## src/rtl/srsw_pkg.sv

```systemverilog
package srsw_pkg;

   localparam int RING_SLOTS   = 16;
   localparam int HALF_RING    = RING_SLOTS / 2;
   localparam int SLOT_W       = $clog2(RING_SLOTS);
   localparam int CNT_W        = $clog2(HALF_RING + 1);
   localparam int SLOT_FIELD_W = 4;
   localparam int ADDR_W       = 4;
   localparam int DATA_W       = 32;

   typedef enum logic [1:0] {
      OP_SEND    = 2'd0,
      OP_ACK     = 2'd1,
      OP_TIMEOUT = 2'd2,
      OP_START   = 2'd3
   } op_type;

   typedef enum logic [1:0] {
      ACT_TRANSMIT = 2'd0,
      ACT_RELOAD   = 2'd1,
      ACT_DONE     = 2'd2,
      ACT_FAILED   = 2'd3
   } action_type;

   typedef logic [1:0] status_type;

   localparam status_type ST_TO_SEND = 2'd0;
   localparam status_type ST_SENT    = 2'd1;
   localparam status_type ST_ACKED   = 2'd2;

   localparam logic [1:0] REG_TOTAL_PACKETS = 2'd0;
   localparam logic [1:0] REG_WINDOW_SIZE   = 2'd1;
   localparam logic [1:0] REG_MAX_ERRORS    = 2'd2;

   function automatic logic [SLOT_W-1:0] slot_add(input logic [SLOT_W-1:0] a,
                                                  input logic [SLOT_W-1:0] b);
      logic [SLOT_W:0] s;
      s = {1'b0, a} + {1'b0, b};
      if (s >= (SLOT_W+1)'(RING_SLOTS)) begin
         s = s - (SLOT_W+1)'(RING_SLOTS);
      end
      return s[SLOT_W-1:0];
   endfunction

   function automatic logic [SLOT_W-1:0] slot_sub(input logic [SLOT_W-1:0] a,
                                                  input logic [SLOT_W-1:0] b);
      logic [SLOT_W:0] s;
      if (a >= b) begin
         s = {1'b0, a} - {1'b0, b};
      end else begin
         s = {1'b0, a} + (SLOT_W+1)'(RING_SLOTS) - {1'b0, b};
      end
      return s[SLOT_W-1:0];
   endfunction

endpackage

```

## src/rtl/selective_repeat_sender_window.sv

```systemverilog
// Selective-repeat sender window; slot states sit in a 16-entry, registered-read memory.
// A send or timeout visits each slot of the effective window W, an ack up to W slots after
// marking the acked slot; each slot visited takes a memory read and then an evaluate step.
// A start event clears the counters and slot states and yields no word. One event is in
// flight at a time; result words pass a pending and an output register and hold on a stall.
// Reset is synchronous: all slots read as to-send, counters clear, registers take 0, 4, 10.
module selective_repeat_sender_window
   import srsw_pkg::*;
(
   input  logic                    clock,
   input  logic                    reset,
   input  logic                    req_valid,
   output logic                    req_stall,
   input  logic [1:0]              req_operation,
   input  logic [3:0]              req_ack_number,
   output logic                    rsp_valid,
   input  logic                    rsp_stall,
   output logic [1:0]              rsp_action,
   output logic [SLOT_FIELD_W-1:0] rsp_slot,
   output logic                    rsp_last,
   input  logic                    psel,
   input  logic                    penable,
   input  logic                    pwrite,
   input  logic [ADDR_W-1:0]       paddr,
   input  logic [DATA_W-1:0]       pwdata,
   output logic [DATA_W-1:0]       prdata,
   output logic                    pready
);

   typedef enum logic [2:0] {
      S_IDLE,
      S_ACK_RD,
      S_ACK_EV,
      S_SCAN_RD,
      S_SCAN_EV,
      S_TERM,
      S_FLUSH
   } state_type;

   state_type               state_ff, state_in;
   op_type                  op_ff, op_in;
   logic [SLOT_W-1:0]       ack_ff, ack_in;
   logic [CNT_W-1:0]        k_ff, k_in;
   logic [SLOT_W-1:0]       base_ff, base_in;
   logic [15:0]             sent_ff, sent_in;
   logic [15:0]             acked_ff, acked_in;
   logic [7:0]              err_ff, err_in;
   logic [15:0]             total_ff, total_in;
   logic [3:0]              wsize_ff, wsize_in;
   logic [7:0]              maxerr_ff, maxerr_in;
   logic [RING_SLOTS-1:0]   valid_ff, valid_in;
   logic                    pend_valid_ff, pend_valid_in;
   action_type              pend_action_ff, pend_action_in;
   logic [SLOT_FIELD_W-1:0] pend_slot_ff, pend_slot_in;
   logic                    out_valid_ff, out_valid_in;
   action_type              out_action_ff, out_action_in;
   logic [SLOT_FIELD_W-1:0] out_slot_ff, out_slot_in;
   logic                    out_last_ff, out_last_in;

   status_type              status_mem [RING_SLOTS];
   status_type              rd_data_ff;
   logic                    rd_vld_ff;
   logic                    rd_en;
   logic [SLOT_W-1:0]       rd_addr;
   logic                    wr_en;
   logic [SLOT_W-1:0]       wr_addr;
   status_type              wr_data;

   logic [CNT_W-1:0]        w_eff;
   logic [SLOT_W-1:0]       scan_addr;
   status_type              rd_status;
   logic                    out_free;
   logic                    blocked;
   logic                    emit_go;
   action_type              emit_action;
   logic [SLOT_FIELD_W-1:0] emit_slot;
   logic                    flush_go;
   logic                    term_fail;
   logic                    term_done;
   action_type              term_action;
   logic                    accept;
   logic                    cfg_write;
   logic                    ack_hit;
   logic                    last_k;
   logic [SLOT_W-1:0]       ack_slot;
   logic [SLOT_W-1:0]       ack_off;

   assign pready    = 1'b1;
   assign req_stall = (state_ff != S_IDLE);
   assign accept    = req_valid && !req_stall;
   assign cfg_write = psel && penable && pwrite;

   assign rsp_valid  = out_valid_ff;
   assign rsp_action = out_action_ff;
   assign rsp_slot   = out_slot_ff;
   assign rsp_last   = out_last_ff;

   always_comb begin
      if (wsize_ff == 4'd0) begin
         w_eff = CNT_W'(1);
      end else if (32'(wsize_ff) > HALF_RING) begin
         w_eff = CNT_W'(HALF_RING);
      end else begin
         w_eff = CNT_W'(wsize_ff);
      end
   end

   always_comb begin
      unique case (paddr[3:2])
         REG_TOTAL_PACKETS: prdata = DATA_W'(total_ff);
         REG_WINDOW_SIZE:   prdata = DATA_W'(wsize_ff);
         REG_MAX_ERRORS:    prdata = DATA_W'(maxerr_ff);
         default:           prdata = '0;
      endcase
   end

   assign term_fail   = (err_ff >= maxerr_ff);
   assign term_done   = (acked_ff >= total_ff);
   assign term_action = term_fail ? ACT_FAILED : ACT_DONE;

   assign scan_addr = (op_ff == OP_ACK) ? base_ff : slot_add(base_ff, SLOT_W'(k_ff));
   assign rd_status = rd_vld_ff ? rd_data_ff : ST_TO_SEND;
   assign out_free  = !out_valid_ff || !rsp_stall;
   assign blocked   = pend_valid_ff && !out_free;
   assign last_k    = (CNT_W'(k_ff + 1'b1) == w_eff);
   assign ack_slot  = SLOT_W'(req_ack_number);
   assign ack_off   = slot_sub(ack_slot, base_ff);
   assign ack_hit   = (32'(req_ack_number) < RING_SLOTS) && (32'(ack_off) < 32'(w_eff));

   always_comb begin
      state_in       = state_ff;
      op_in          = op_ff;
      ack_in         = ack_ff;
      k_in           = k_ff;
      base_in        = base_ff;
      sent_in        = sent_ff;
      acked_in       = acked_ff;
      err_in         = err_ff;
      total_in       = total_ff;
      wsize_in       = wsize_ff;
      maxerr_in      = maxerr_ff;
      valid_in       = valid_ff;
      pend_valid_in  = pend_valid_ff;
      pend_action_in = pend_action_ff;
      pend_slot_in   = pend_slot_ff;
      out_valid_in   = out_valid_ff;
      out_action_in  = out_action_ff;
      out_slot_in    = out_slot_ff;
      out_last_in    = out_last_ff;
      rd_en          = 1'b0;
      rd_addr        = scan_addr;
      wr_en          = 1'b0;
      wr_addr        = scan_addr;
      wr_data        = ST_TO_SEND;
      emit_go        = 1'b0;
      emit_action    = ACT_TRANSMIT;
      emit_slot      = '0;
      flush_go       = 1'b0;

      if (cfg_write) begin
         unique case (paddr[3:2])
            REG_TOTAL_PACKETS: total_in  = pwdata[15:0];
            REG_WINDOW_SIZE:   wsize_in  = pwdata[3:0];
            REG_MAX_ERRORS:    maxerr_in = pwdata[7:0];
            default: ;
         endcase
      end

      unique case (state_ff)
         S_IDLE: begin
            if (accept) begin
               op_in  = op_type'(req_operation);
               ack_in = ack_slot;
               k_in   = '0;
               if (op_type'(req_operation) == OP_START) begin
                  base_in  = '0;
                  sent_in  = '0;
                  acked_in = '0;
                  err_in   = '0;
                  valid_in = '0;
               end else if (term_fail || term_done) begin
                  emit_go     = 1'b1;
                  emit_action = term_action;
                  emit_slot   = '0;
                  state_in    = S_FLUSH;
               end else begin
                  unique case (op_type'(req_operation))
                     OP_SEND: begin
                        state_in = S_SCAN_RD;
                     end
                     OP_TIMEOUT: begin
                        if (err_ff != 8'hFF) begin
                           err_in = err_ff + 8'd1;
                        end
                        state_in = S_SCAN_RD;
                     end
                     OP_ACK: begin
                        err_in   = '0;
                        state_in = ack_hit ? S_ACK_RD : S_SCAN_RD;
                     end
                     OP_START: begin
                        state_in = S_IDLE;
                     end
                  endcase
               end
            end
         end
         S_ACK_RD: begin
            rd_en    = 1'b1;
            rd_addr  = ack_ff;
            state_in = S_ACK_EV;
         end
         S_ACK_EV: begin
            if (rd_status != ST_ACKED) begin
               wr_en   = 1'b1;
               wr_addr = ack_ff;
               wr_data = ST_ACKED;
               if (acked_ff != 16'hFFFF) begin
                  acked_in = acked_ff + 16'd1;
               end
            end
            state_in = S_SCAN_RD;
         end
         S_SCAN_RD: begin
            rd_en    = 1'b1;
            state_in = S_SCAN_EV;
         end
         S_SCAN_EV: begin
            unique case (op_ff)
               OP_SEND: begin
                  if ((rd_status == ST_TO_SEND) && (sent_ff < total_ff)) begin
                     if (!blocked) begin
                        wr_en       = 1'b1;
                        wr_data     = ST_SENT;
                        sent_in     = sent_ff + 16'd1;
                        emit_go     = 1'b1;
                        emit_action = ACT_TRANSMIT;
                        emit_slot   = SLOT_FIELD_W'(scan_addr);
                        k_in        = k_ff + 1'b1;
                        state_in    = last_k ? S_TERM : S_SCAN_RD;
                     end
                  end else begin
                     k_in     = k_ff + 1'b1;
                     state_in = last_k ? S_TERM : S_SCAN_RD;
                  end
               end
               OP_TIMEOUT: begin
                  if (rd_status == ST_SENT) begin
                     wr_en   = 1'b1;
                     wr_data = ST_TO_SEND;
                     if (sent_ff != 16'd0) begin
                        sent_in = sent_ff - 16'd1;
                     end
                  end
                  k_in     = k_ff + 1'b1;
                  state_in = last_k ? S_TERM : S_SCAN_RD;
               end
               OP_ACK: begin
                  if (rd_status == ST_ACKED) begin
                     if (!blocked) begin
                        wr_en       = 1'b1;
                        wr_data     = ST_TO_SEND;
                        base_in     = slot_add(base_ff, SLOT_W'(1));
                        emit_go     = 1'b1;
                        emit_action = ACT_RELOAD;
                        emit_slot   = SLOT_FIELD_W'(slot_add(base_ff, SLOT_W'(w_eff)));
                        k_in        = k_ff + 1'b1;
                        state_in    = last_k ? S_TERM : S_SCAN_RD;
                     end
                  end else begin
                     state_in = S_TERM;
                  end
               end
               OP_START: begin
                  state_in = S_TERM;
               end
            endcase
         end
         S_TERM: begin
            if (term_fail || term_done) begin
               if (!blocked) begin
                  emit_go     = 1'b1;
                  emit_action = term_action;
                  emit_slot   = '0;
                  state_in    = S_FLUSH;
               end
            end else begin
               state_in = S_FLUSH;
            end
         end
         S_FLUSH: begin
            if (pend_valid_ff) begin
               if (out_free) begin
                  flush_go = 1'b1;
                  state_in = S_IDLE;
               end
            end else begin
               state_in = S_IDLE;
            end
         end
         default: begin
            state_in = S_IDLE;
         end
      endcase

      if (wr_en) begin
         valid_in[wr_addr] = 1'b1;
      end

      if (out_valid_ff && !rsp_stall) begin
         out_valid_in = 1'b0;
      end

      if (emit_go) begin
         if (pend_valid_ff) begin
            out_valid_in  = 1'b1;
            out_action_in = pend_action_ff;
            out_slot_in   = pend_slot_ff;
            out_last_in   = 1'b0;
         end
         pend_valid_in  = 1'b1;
         pend_action_in = emit_action;
         pend_slot_in   = emit_slot;
      end

      if (flush_go) begin
         out_valid_in  = 1'b1;
         out_action_in = pend_action_ff;
         out_slot_in   = pend_slot_ff;
         out_last_in   = 1'b1;
         pend_valid_in = 1'b0;
      end
   end

   always_ff @(posedge clock) begin
      if (wr_en) begin
         status_mem[wr_addr] <= wr_data;
      end
      if (rd_en) begin
         rd_data_ff <= status_mem[rd_addr];
         rd_vld_ff  <= valid_ff[rd_addr];
      end
   end

   always_ff @(posedge clock) begin
      if (reset) begin
         state_ff      <= S_IDLE;
         base_ff       <= '0;
         sent_ff       <= '0;
         acked_ff      <= '0;
         err_ff        <= '0;
         total_ff      <= 16'd0;
         wsize_ff      <= 4'd4;
         maxerr_ff     <= 8'd10;
         valid_ff      <= '0;
         pend_valid_ff <= 1'b0;
         out_valid_ff  <= 1'b0;
      end else begin
         state_ff      <= state_in;
         base_ff       <= base_in;
         sent_ff       <= sent_in;
         acked_ff      <= acked_in;
         err_ff        <= err_in;
         total_ff      <= total_in;
         wsize_ff      <= wsize_in;
         maxerr_ff     <= maxerr_in;
         valid_ff      <= valid_in;
         pend_valid_ff <= pend_valid_in;
         out_valid_ff  <= out_valid_in;
      end
      op_ff          <= op_in;
      ack_ff         <= ack_in;
      k_ff           <= k_in;
      pend_action_ff <= pend_action_in;
      pend_slot_ff   <= pend_slot_in;
      out_action_ff  <= out_action_in;
      out_slot_ff    <= out_slot_in;
      out_last_ff    <= out_last_in;
   end

endmodule

```

## config.mk

```make
export PLATFORM = sky130hd
export DESIGN_NAME = selective_repeat_sender_window
export DESIGN_NICKNAME = d
export VERILOG_FILES = /design/src/rtl/srsw_pkg.sv /design/src/rtl/selective_repeat_sender_window.sv
export SDC_FILE = /design/constraint.sdc
export NUM_CORES = 1
export LEC_CHECK = 0
export BUFFER_PORTS_ARGS = -buffer_cell sky130_fd_sc_hd__clkbuf_2
export CAP_MARGIN = 20
export CELL_PAD_IN_SITES_DETAIL_PLACEMENT = 1
export CELL_PAD_IN_SITES_GLOBAL_PLACEMENT = 1
export CORE_ASPECT_RATIO = 1.2
export CORE_UTILIZATION = 46
export DETAILED_ROUTE_END_ITERATION = 10
export GPL_TIMING_DRIVEN = 0
export PLACE_DENSITY_LB_ADDON = 0.05
export SLEW_MARGIN = 10
export SYNTH_ARGS = -nofsm -noshare
export SYNTH_HDL_FRONTEND = slang
export SYNTH_SLANG_ARGS = --single-unit
```

## constraint.sdc

```tcl
create_clock -name clock -period 3.6 [get_ports clock]
set_clock_uncertainty 0.1 [all_clocks]
set_input_delay 0.9 -clock clock [delete_from_list [all_inputs] [get_ports clock]]
set_output_delay 0.9 -clock clock [all_outputs]
set_load 0.1 [all_outputs]
```

==> qor_table.md, run 1 <==
| Group | Quantity | Value |
|---|---|---|
| run status | Outcome | finished clean |
| global route | Number of antenna violations at the first check in global routing | 1 |
| layout | Fraction of layout cells with a size suffix above 1 | 15.51% |
| global route | Largest net degree at the start of global routing | 20 |
| logic synthesis | Warnings from Yosys | 0 |
| pwr | Total power after layout | 0.006096 W |
| clock network | Largest buffer count on any clock path | 2 |
| worst setup path | Worst EP required | 2600 ps |
| timing | Relative slew slack | 39.13% |
| min path | Worst Hold End | rsp_slot[1] |
| logic synthesis | Average cell area after synthesis | 9.351 um^2 |
| clock network | CTS HTree Levels | 4 |
| worst setup path | Worst Path Max Fanout | 10 |
| floorplan | Die area | 20470 um^2 |
| worst setup path | Arrival @ worst endpoint | 2490 ps |
| route | Mean routed wirelength per cell | 19.16 um |
| logic synthesis | Post-synthesis sequential element count | 151 |
| worst setup path | Worst Setup Path Type | input port to primary output |
| global route | Wire length of the first global-routing pass | 40830 um |
| logic synthesis | Post-synth cell types | 78 |
| logic synthesis | Fraction of registers with async set/reset | 0% |
| floorplan | Chip height | 156.5 um |
| layout | Number of antenna cells inserted | 0 |
| floorplan | Area inside the core boundary | 19550 um^2 |
| worst setup path | Path depth of the worst reg2reg path | 10 |
| timing | Tcrit/Tclk final | 97.00% |
| logic synthesis | Dominant cell by count in the synthesized netlist | nor2_1 |
| logic synthesis | EDFF count, synth | 57 |
| timing | Final count of negative-setup-slack endpoints | 0 |
| route | Antenna Violating Nets Remaining | 0 |
| timing | Max-slew violation total from the final report | 0 |
| global route | Overflow left after global routing | 0 |
| timing | Max Clock Freq | 286.4 MHz |
| route | Number of DRC markers in iteration 0 | 336 |
| logic synthesis | Post-synthesis cell type with the largest combined area | dfxtp_1 |
| floorplan | Chip Width | 130.8 um |
| layout | Signed area change from the synthesized netlist to the final layout | 14.94% |
| min path | Hold WC Path Type | flop to flop |
| route | Detailed-router iteration count before antenna repair | 4 |
| clock network | Number of clock sinks | 151 |
| placed design | Final weighted congestion in routability-driven placement | 0.8937 |
| logic synthesis | Part of the Yosys area used for sequential elements | 39.25% |
| timing | Count of endpoints failing hold in the final timing report | 0 |
| layout | Final standard cell area without fillers | 10520 um^2 |
| logic synthesis | Synth area leaders | dfxtp_1 21%, edfxtp_1 19%, ha_1 10% |
| clock network | Root buffer cell | clkbuf_16 |
| placed design | Post-DP HPWL | 19820 um |
| worst setup path | Critical path, cell by cell | clkbuf_2 -> clkbuf_1 -> nor2b_1 -> nand2_1 -> o21ai_1 -> clkbuf_2 |
| logic synthesis | Main flop type after synthesis | dfxtp_1 |
| worst setup path | Cell seen most often among critical-path stages | clkbuf_2 |
| clock network | Clock buffer count from CTS | 17 |
| worst setup path | FF-to-FF Start | base_ff[0] |
| pwr | IR Drop Worst-Case VDD | 0.3856 mV |
| worst setup path | Critical Path Sink Type | primary output |
| timing | Worst slew pin tran | 887.7 ps |
| clock network | Latest clock arrival within the worst-skew pair | 440 ps |
| pwr | Leakage power summed over all cells | 4.106 nW |
| min path | WHS Path Cells | 0 |
| route | Count of unresolved DRC violations after routing | 0 |
| clock network | Clock tree from TritonCTS | built |
| worst setup path | Worst reg-to-reg setup slack | 180 ps |
| timing | Minimum period implied by the final worst setup slack | 3492 ps |
| floorplan | Number of top-level pins | 91 |
| placed design | Placed cell area | 9831 um^2 |
| layout | Number of fillers in the final layout | 2244 |
| logic synthesis | Commonest cells in the synthesized netlist | 102 x nor2_1, 101 x nand2_1, 94 x dfxtp_1 |
| route | Vias/cell | 5.584 |
| timing | Setup total negative slack | 0 ps |
| worst setup path | Library cell contributing the largest single delay on the critical path | clkbuf_2 |
| logic synthesis | Share of the synthesized area in the top cell type | 20.55% |
| placed design | Count of buffers inserted at the top-level ports | 54 |
| global route | Number of global-route vias before repair | 7833 |
| flow run | Number of max-cap violations | 0 |
| clock network | Hold buffer count at cts | 0 |
| timing | RSZ-0062 raised after global routing | false |
| logic synthesis | Post-synthesis instance area | 9155 um^2 |
| floorplan | Starting utilization of the core area | 46.83% |
| clock network | Reg clk slew, reported paths | 70 ps |
| worst setup path | Worst flop-to-flop path endpoint | rd_data_ff[1] |
| pwr | Power Dens Cells | 579.4 nW/um^2 |
| worst setup path | Largest stage delay on the critical path | 480 ps |
| floorplan | Number of rows in the core area | 56 |
| worst setup path | CP startpoint kind | input port |
| route | Total vias in the final route | 7505 |
| layout | Nets | 1196 |
| min path | Hold Startpoint | pend_slot_ff[1] |
| route | Routed wire length | 25750 um |
| logic synthesis | Number of instances in the synthesized netlist | 979 |
| global route | Global-route usage over all layers | 26.52% |
cell type report:
class	instances	area [um^2]	share of cell area, %
repair buffers	57	305.3	2.901
clock inverters	15	201.4	1.914
inverters	53	202.7	1.926
plain buffers	50	271.5	2.580
flip-flops and latches	151	3593	34.15
well taps	261	326.6	3.103
clock buffers	17	425.4	4.043
multi-input cells	740	5196	49.38
kinds of logic after synthesis:
group,synth area share (%)
muxes,7.230
xor gates and xnor gates,4.114
other,0.08203
buffers and inverters,5.111
adders and majority gates,10.85
DFF,39.25
and+or+nand+nor,17.29
AOI/OAI and AO/OA,16.07
repair_timing:
action,in CTS,in global routing
buffers inserted,0,2
pin swaps,0,1
gates resized for setup,5,4
setup endpoints to repair,8,13
flip-flops by register name (all words and copies together) (netlist names):
signal / cells
valid_ff: 16
total_ff: 16
sent_ff: 16
k_ff: 4
maxerr_ff: 8
ack_ff: 4
rd_vld_ff: 1
rsp_slot: 4
rsp_action: 2
acked_ff: 16
state_ff: 3
rsp_valid: 1
pend_slot_ff: 4
base_ff: 4
wsize_ff: 4
status_mem: 32
rd_data_ff: 2
op_ff: 2
pend_action_ff: 2
pend_valid_ff: 1
err_ff: 8
rsp_last: 1
how the worst max path moves through the flow:
stage,endpoint,start,cells past startpoint
6_report,prdata[1],paddr[3],6
5_1_grt,prdata[1],paddr[3],6
4_1_cts,rd_data_ff[1],k_ff[0],10
3_5_place_dp,rsp_slot[1],total_ff[11],10
3_3_place_gp,status_mem[8][0],total_ff[11],7
2_1_floorplan,prdata[10],paddr[3],3
layout by cell type, fill, tap and decap left out, types with 8 or more instances in the layout:
| master | synthesis | routed |
|---|---|---|
| xnor2_1 | 28 | 28 |
| o21ai_1 | 10 | 14 |
| dfxtp_1 | 94 | 94 |
| inv_1 | 52 | 51 |
| nand4_1 | 11 | 11 |
| a21o_1 | 15 | 15 |
| a21oi_1 | 57 | 57 |
| nor2b_1 | 8 | 8 |
| nand2_1 | 101 | 101 |
| buf_4 | 18 | 20 |
| mux2i_1 | 29 | 27 |
| clkbuf_16 | 0 | 17 |
| nor3_1 | 22 | 21 |
| clkbuf_2 | 0 | 54 |
| conb_1 | 2 | 17 |
| xor2_1 | 15 | 15 |
| or3_1 | 13 | 13 |
| o21ai_0 | 49 | 44 |
| edfxtp_1 | 57 | 57 |
| mux2_2 | 9 | 9 |
| a22oi_1 | 16 | 16 |
| clkbuf_1 | 25 | 25 |
| mux4_2 | 12 | 12 |
| a211oi_1 | 9 | 9 |
| nand3_1 | 23 | 23 |
| nand2b_1 | 9 | 9 |
| nor2_1 | 102 | 98 |
| and3_1 | 13 | 13 |
| ha_1 | 73 | 72 |
worst max-delay path, delay by kind of cell:
family          cells  cell delay [ps]
compound gates      1              100
simple gates        2              460
buf+inv             3             1030
per-stage QoR:
stage | util, % | instances | setup WS (ps) | hold slack (ps)
2_1_floorplan | - | 994 | -831.3 | 300.3
3_3_place_gp | 50.22 | 1309 | -199.1 | 308.7
3_5_place_dp | 50.29 | 1310 | -242.1 | 311.8
4_1_cts | 53.58 | 1342 | 68.31 | 336.5
5_1_grt | 53.83 | 1344 | 23.60 | 344.7
6_report | 53.83 | 1344 | 107.9 | 331.9
power breakdown:
part	internal (W)	total (W)	leakage (nW)	switching (W)
Sequential	0.00196	0.00208	1.27	0.000124
Clock	0.000953	0.00186	0.302	0.000902
Combinational	0.000693	0.00216	2.54	0.00147
per-layer routing:
metal / vias up / share of wire [%] / global-route usage (%)
met3: 34 / 2.4 / 4.205
met4: 0 / 2.0 / 8.374
met1: 3676 / 44 / 32.39
met5: - / 0 / 0
met2: 103 / 51 / 47.12
li1: 3692 / - / -
No activity file was read; power rests on OpenSTA's default activity.
==> run 2: changes to the inputs <==
--- a/config.mk
+++ b/config.mk
@@ -13,7 +13,9 @@
 export CORE_UTILIZATION = 46
 export DETAILED_ROUTE_END_ITERATION = 10
 export GPL_TIMING_DRIVEN = 0
+export MAX_ROUTING_LAYER = met4
 export PLACE_DENSITY_LB_ADDON = 0.05
+export RECOVER_POWER = 25
 export SLEW_MARGIN = 10
 export SYNTH_ARGS = -nofsm -noshare
 export SYNTH_HDL_FRONTEND = slang
==> run 2 against run 1 <==
Cell count unchanged. Total power fell by 0.31%. Clock-buffer cell count unchanged. Global-route usage increased by 0.83 points. Combinational power is essentially flat. Sequential cell count is the same. Design area fell by 0.32%.
==> qor_table.md, run 2 (same netlist as run 1, synthesis figures left out) <==
| Group | Quantity | Value | Delta |
|---|---|---|---|
| run status | Outcome | finished clean |  |
| worst setup path | Worst EP required | 2600 ps | about the same |
| layout | Largest reg by FF count | status_mem |  |
| timing | Relative slew slack | 21.39% | -18 points |
| layout | Most common library cell in the layout ignoring fill and taps | nand2_1 |  |
| flow run | Number of max-cap violations | 0 | unchanged |
| placed design | Final weighted congestion in routability-driven placement | 0.9088 | +1.7% |
| layout | Fraction of layout cells with a size suffix above 1 | 14.22% | -1.3 points |
| layout | Commonest cells after routing, fill and taps aside | 101 x nand2_1, 98 x nor2_1, 94 x dfxtp_1 |  |
| pwr | Power Dens Cells | 579.5 nW/um^2 | about the same |
| layout | Final standard cell count with taps included and fillers excluded | 1344 | unchanged |
| layout | Number of flip-flops under the largest register name | 32 | unchanged |
| global route | Wire length of the first global-routing pass | 40970 um | +0.34% |
| floorplan | Die area | 20470 um^2 | unchanged |
| global route | Overflow left after global routing | 0 | unchanged |
| layout | Number of antenna cells inserted | 0 | unchanged |
| timing | RSZ-0062 raised after global routing | false |  |
| timing | Crit path setup slack, layout | 83.68 ps | -24.22 ps |
| worst setup path | CP startpoint kind | input port |  |
| worst setup path | Critical Path Sink Type | primary output |  |
| floorplan | Chip Width | 130.8 um | unchanged |
| timing | Max Clock Freq | 284.4 MHz | -0.69% |
| timing | Final count of negative-setup-slack endpoints | 0 | unchanged |
| clock network | Clock buffer count from CTS | 17 | unchanged |
| pwr | Leakage power summed over all cells | 4.063 nW | -1.0% |
| route | Number of DRC markers in iteration 0 | 313 | -6.8% |
| clock network | CTS HTree Levels | 4 | unchanged |
| route | Vias/cell | 5.570 | -0.25% |
| clock network | Clock tree from TritonCTS | built |  |
| timing | Worst slew pin tran | 1184 ps | +296.6 ps |
| timing | Setup total negative slack | 0 ps | unchanged |
| worst setup path | Arrival @ worst endpoint | 2520 ps | +30 ps |
| route | Detailed-router iteration count before antenna repair | 4 | unchanged |
| floorplan | Chip height | 156.5 um | unchanged |
| clock network | Latest clock arrival within the worst-skew pair | 440 ps | about the same |
| global route | Number of global-route vias before repair | 7812 | -0.27% |
| floorplan | Starting utilization of the core area | 46.83% | unchanged |
| timing | Count of endpoints failing hold in the final timing report | 0 | unchanged |
| route | Routed wire length | 25760 um | about the same |
| clock network | Number of clock sinks | 151 | unchanged |
| global route | Largest net degree at the start of global routing | 20 | unchanged |
| placed design | DP Worst Slack | -242.1 ps | unchanged |
| global route | Global-route usage over all layers | 27.35% | +0.83 points |
| route | Mean routed wirelength per cell | 19.16 um | about the same |
| layout | Number of fillers in the final layout | 2248 | +0.18% |
| min path | Hold WC Path Type | flop to flop |  |
| worst setup path | Worst Path Max Fanout | 10 | unchanged |
| route | Total vias in the final route | 7486 | -0.25% |
| timing | Minimum period implied by the final worst setup slack | 3516 ps | +24.22 ps |
| clock network | Largest buffer count on any clock path | 2 | unchanged |
| timing | Tcrit/Tclk final | 97.68% | +0.67 points |
| floorplan | Number of top-level pins | 91 | unchanged |
| layout | Nets | 1196 | unchanged |
| global route | Number of antenna violations at the first check in global routing | 0 | -1 |
| placed design | Placed insts | 1310 | unchanged |
| clock network | Root buffer cell | clkbuf_16 |  |
| layout | Signed area change from the synthesized netlist to the final layout | 14.57% |  |
| route | Count of unresolved DRC violations after routing | 0 | unchanged |
| floorplan | Number of rows in the core area | 56 | unchanged |
| floorplan | Area inside the core boundary | 19550 um^2 | unchanged |
| worst setup path | Worst Setup Path Type | input port to primary output |  |
| placed design | Count of buffers inserted at the top-level ports | 54 | unchanged |
| pwr | IR Drop Worst-Case VDD | 0.3820 mV | -0.92% |
| clock network | Reg clk slew, reported paths | 70 ps | about the same |
| timing | Max-slew violation total from the final report | 0 | unchanged |
| placed design | Post-DP HPWL | 19820 um | unchanged |
| route | Antenna Violating Nets Remaining | 0 | unchanged |
==> run 2: metrics by stage <==
| step | power (W) | hold WS [ps] | utilization (%) | cell area (um^2) |
|---|---|---|---|---|
| after floorplan | 0.003662 | 300.3 | - | 9221 |
| after global placement | 0.004177 | 308.7 | 50.22 | 9818 |
| after detailed placement | 0.004224 | 311.8 | 50.29 | 9831 |
| after CTS | 0.006094 | 336.5 | 53.58 | 10480 |
| after global routing | 0.006368 | 344.7 | 53.65 | 10490 |
| final | 0.006078 | 341.5 | 53.65 | 10490 |
==> run 2: critical path, cell delays in order <==
cell and delay (ps):
clkbuf_2 100, clkbuf_1 430, clkbuf_1 530, nor3_1 150
clkbuf_2 410
==> run 2: final timing paths <==
path              startpoint       endpoint  slack, ps  cells past startpoint
max                 paddr[2]     prdata[14]         80                      5
min          pend_slot_ff[3]    rsp_slot[3]        340                      0
max reg2reg          k_ff[0]  rd_data_ff[1]        180                     10
min reg2reg  pend_slot_ff[3]    rsp_slot[3]        340                      0
==> run 2: cell type report <==
class                   instances  area [um^2]  share of cell area (%)
flip-flops and latches        151         3593                   34.26
repair buffers                 57        276.5                   2.636
plain buffers                  50        271.5                   2.589
inverters                      53        202.7                   1.932
clock inverters                15        201.4                   1.921
clock buffers                  17        425.4                   4.056
multi-input cells             740         5191                   49.49
well taps                     261        326.6                   3.113
==> run 2: what timing repair did <==
item	in CTS	in global routing
gates cloned	0	0
hold buffers	0	0
pin swaps	0	1
endpoints found under the setup margin	8	20
gates resized for setup	5	4
setup buffers	0	2
==> run 2: metal layers <==
layer,part of all wire (%),global-route usage [%]
met3,3.0,4.103
met5,0,-
met2,51,46.89
met1,44,32.74
met4,2.0,8.539
==> run 2: power by group <==
part           leakage (nW)  internal (W)  total, W  switching (W)
combinational          2.49      0.000684   0.00215        0.00146
clock                 0.302      0.000954   0.00185       0.000897
sequential             1.27       0.00196   0.00208       0.000123
==> run 3: changes to the inputs <==
--- a/config.mk
+++ b/config.mk
@@ -10,7 +10,8 @@
 export CELL_PAD_IN_SITES_DETAIL_PLACEMENT = 1
 export CELL_PAD_IN_SITES_GLOBAL_PLACEMENT = 1
 export CORE_ASPECT_RATIO = 1.2
-export CORE_UTILIZATION = 46
+export CORE_UTILIZATION = 48
+export CTS_BUF_LIST = sky130_fd_sc_hd__clkbuf_2
 export DETAILED_ROUTE_END_ITERATION = 10
 export GPL_TIMING_DRIVEN = 0
 export MAX_ROUTING_LAYER = met4
==> run 3 against run 2 <==
Die area fell by 4.1%. Setup slack improved by 64 ps. Sequential share of layout area rose by 1.2 points. Hold slack got worse by 170 ps. Via count rose by 0.96%. Global-route usage rose by 0.80 points. Utilization rose by 1.2 points.
==> qor_table.md, run 3 (same netlist as run 1, synthesis figures left out) <==
| Group | Quantity | Value | Delta |
|---|---|---|---|
| min path | WHS Path Cells | 3 | +3 |
| pwr | Power Dens Cells | 517.3 nW/um^2 | -11% |
| pwr | IR Drop Worst-Case VDD | 0.3713 mV | -2.8% |
| route | Count of unresolved DRC violations after routing | 0 | unchanged |
| worst setup path | Path depth of the worst reg2reg path | 11 | +1 |
| route | Detailed-router iteration count before antenna repair | 5 | +1 |
| layout | Largest reg by FF count | status_mem |  |
| clock network | Root buffer cell | clkbuf_2 |  |
| global route | Overflow left after global routing | 0 | unchanged |
| floorplan | Die area | 19630 um^2 | -4.1% |
| layout | Nets | 1199 | +0.25% |
| clock network | Hold buffer count at cts | 0 | unchanged |
| timing | Worst slew pin tran | 913.8 ps | -270.5 ps |
| layout | Fraction of layout cells with a size suffix above 1 | 15.10% | +0.88 points |
| timing | Max-slew violation total from the final report | 0 | unchanged |
| layout | Final standard cell count with taps included and fillers excluded | 1339 | -0.37% |
| flow run | Number of max-cap violations | 0 | unchanged |
| worst setup path | Worst Path Max Fanout | 10 | unchanged |
| pwr | Leakage power summed over all cells | 3.950 nW | -2.8% |
| placed design | Placed insts | 1302 | -0.61% |
| timing | Minimum period implied by the final worst setup slack | 3452 ps | -64.22 ps |
| placed design | Post-DP HPWL | 19750 um | -0.40% |
| clock network | Number of clock sinks | 151 | unchanged |
| clock network | Latest clock arrival within the worst-skew pair | 800 ps | +360 ps |
| global route | Number of antenna violations at the first check in global routing | 1 | +1 |
| floorplan | Chip height | 153.3 um | -2.1% |
| floorplan | Chip Width | 128.1 um | -2.1% |
| route | Number of DRC markers in iteration 0 | 420 | +34% |
| run status | Outcome | finished clean |  |
| clock network | Clock buffer count from CTS | 17 | unchanged |
| clock network | CTS HTree Levels | 4 | unchanged |
| route | Routed wire length | 25310 um | -1.7% |
| worst setup path | Critical Path Sink Type | primary output |  |
| global route | Wire length of the first global-routing pass | 41240 um | +0.66% |
| layout | Number of fillers in the final layout | 2234 | -0.62% |
| global route | Global-route usage over all layers | 28.15% | +0.80 points |
| timing | Fin Hold WS | 171.3 ps | -170.2 ps |
| layout | Signed area change from the synthesized netlist to the final layout | 10.62% |  |
| timing | Max Clock Freq | 289.7 MHz | +1.9% |
| worst setup path | CP startpoint kind | input port |  |
| route | Mean routed wirelength per cell | 18.90 um | -1.4% |
| floorplan | Area inside the core boundary | 18450 um^2 | -5.6% |
| global route | Largest net degree at the start of global routing | 19 | -5.0% |
| layout | Most common library cell in the layout ignoring fill and taps | nand2_1 |  |
| clock network | Reg clk slew, reported paths | 280 ps | +210 ps |
| floorplan | Number of rows in the core area | 54 | -3.6% |
| layout | Commonest cells after routing, fill and taps aside | 101 x nand2_1, 97 x nor2_1, 93 x dfxtp_1 |  |
| timing | Setup total negative slack | 0 ps | unchanged |
| layout | Number of flip-flops under the largest register name | 32 | unchanged |
| worst setup path | Worst Setup Path Type | input port to primary output |  |
| route | Total vias in the final route | 7558 | +0.96% |
| timing | Count of endpoints failing hold in the final timing report | 0 | unchanged |
| global route | Number of global-route vias before repair | 7909 | +1.2% |
| clock network | Largest buffer count on any clock path | 2 | unchanged |
| timing | Relative slew slack | 37.34% | +16 points |
| min path | Hold WC Path Type | input port to flop |  |
| floorplan | Starting utilization of the core area | 49.63% | +2.8 points |
| placed design | Count of buffers inserted at the top-level ports | 54 | unchanged |
| worst setup path | Worst EP required | 2600 ps | about the same |
| route | Vias/cell | 5.645 | +1.3% |
| floorplan | Number of top-level pins | 91 | unchanged |
| clock network | Clock tree from TritonCTS | built |  |
| timing | Tcrit/Tclk final | 95.89% | -1.8 points |
| pwr | Total power after layout | 0.005239 W | -14% |
| route | Antenna Violating Nets Remaining | 0 | unchanged |
| placed design | Final weighted congestion in routability-driven placement | 0.9212 | +1.4% |
| worst setup path | Arrival @ worst endpoint | 2450 ps | -70 ps |
| timing | Final count of negative-setup-slack endpoints | 0 | unchanged |
==> run 3: cell count changes in the layout (fill, tap and decap cells not counted), moves of 2 or more <==
cell / delta
clkbuf_1: -5
clkbuf_16: -17
buf_4: +2
clkinv_8: -4
clkbuf_2: +23
==> run 3: layer usage <==
layer  global-route usage [%]  vias to the layer above  wire length [um]
met2                    48.11                      145             12910
met4                    9.580                        0               573
met1                    33.56                     3684             11000
met5                        -                        -                 0
li1                         -                     3689                 -
met3                    4.270                       40               830
==> run 3: stage by stage <==
stage / util [%] / cell area, um^2 / setup slack, ps
after floorplan: - / 9221 / -831.3
after global placement: 53.17 / 9807 / -159.0
after detailed placement: 53.26 / 9824 / -139.7
after CTS: 54.67 / 10080 / 3.377
after global routing: 54.90 / 10130 / -12.54
final: 54.90 / 10130 / 147.9
==> run 3: final cells by class <==
type                            count  area [um^2]  share of cell area, %
Multi-Input combinational cell    740         5194                  51.28
Sequential cell                   151         3595                  35.50
Tap cell                          252        315.3                  3.113
Timing Repair Buffer               60        304.0                  3.002
Buffer                             50        271.5                  2.681
Inverter                           53        198.9                  1.964
Clock inverter                     15        161.4                  1.594
Clock buffer                       17        85.08                 0.8401
Antenna cell                        1        2.502                0.02471
==> run 3: what timing repair did <==
action / 4_1_cts / 5_1_grt
pin swaps: 1 / 1
buffers inserted: 0 / 4
endpoints found under the setup margin: 9 / 11
resized for setup: 3 / 7
==> run 3: where the power goes <==
| part | switching [W] | total (W) | internal [W] |
|---|---|---|---|
| Sequential | 0.000118 | 0.00208 | 0.00196 |
| Combinational | 0.00148 | 0.00217 | 0.000697 |
| Clock | 0.000756 | 0.000986 | 0.000230 |
==> run 3: worst paths after layout <==
| path | startpoint | endpoint | slack (ps) |
|---|---|---|---|
| hold / removal | pwdata[11] | total_ff[11] | 170 |
| hold reg to reg | pend_slot_ff[3] | rsp_slot[3] | 360 |
| setup / recovery | paddr[3] | prdata[1] | 150 |
| setup reg to reg | total_ff[11] | status_mem[5][0] | 170 |
==> run 3: worst max-delay path, stage by stage <==
cell and delay (ps):
clkbuf_1 110, clkbuf_1 450, nor2b_1 330, nand2_1 90, o21ai_1 100, clkbuf_2 480
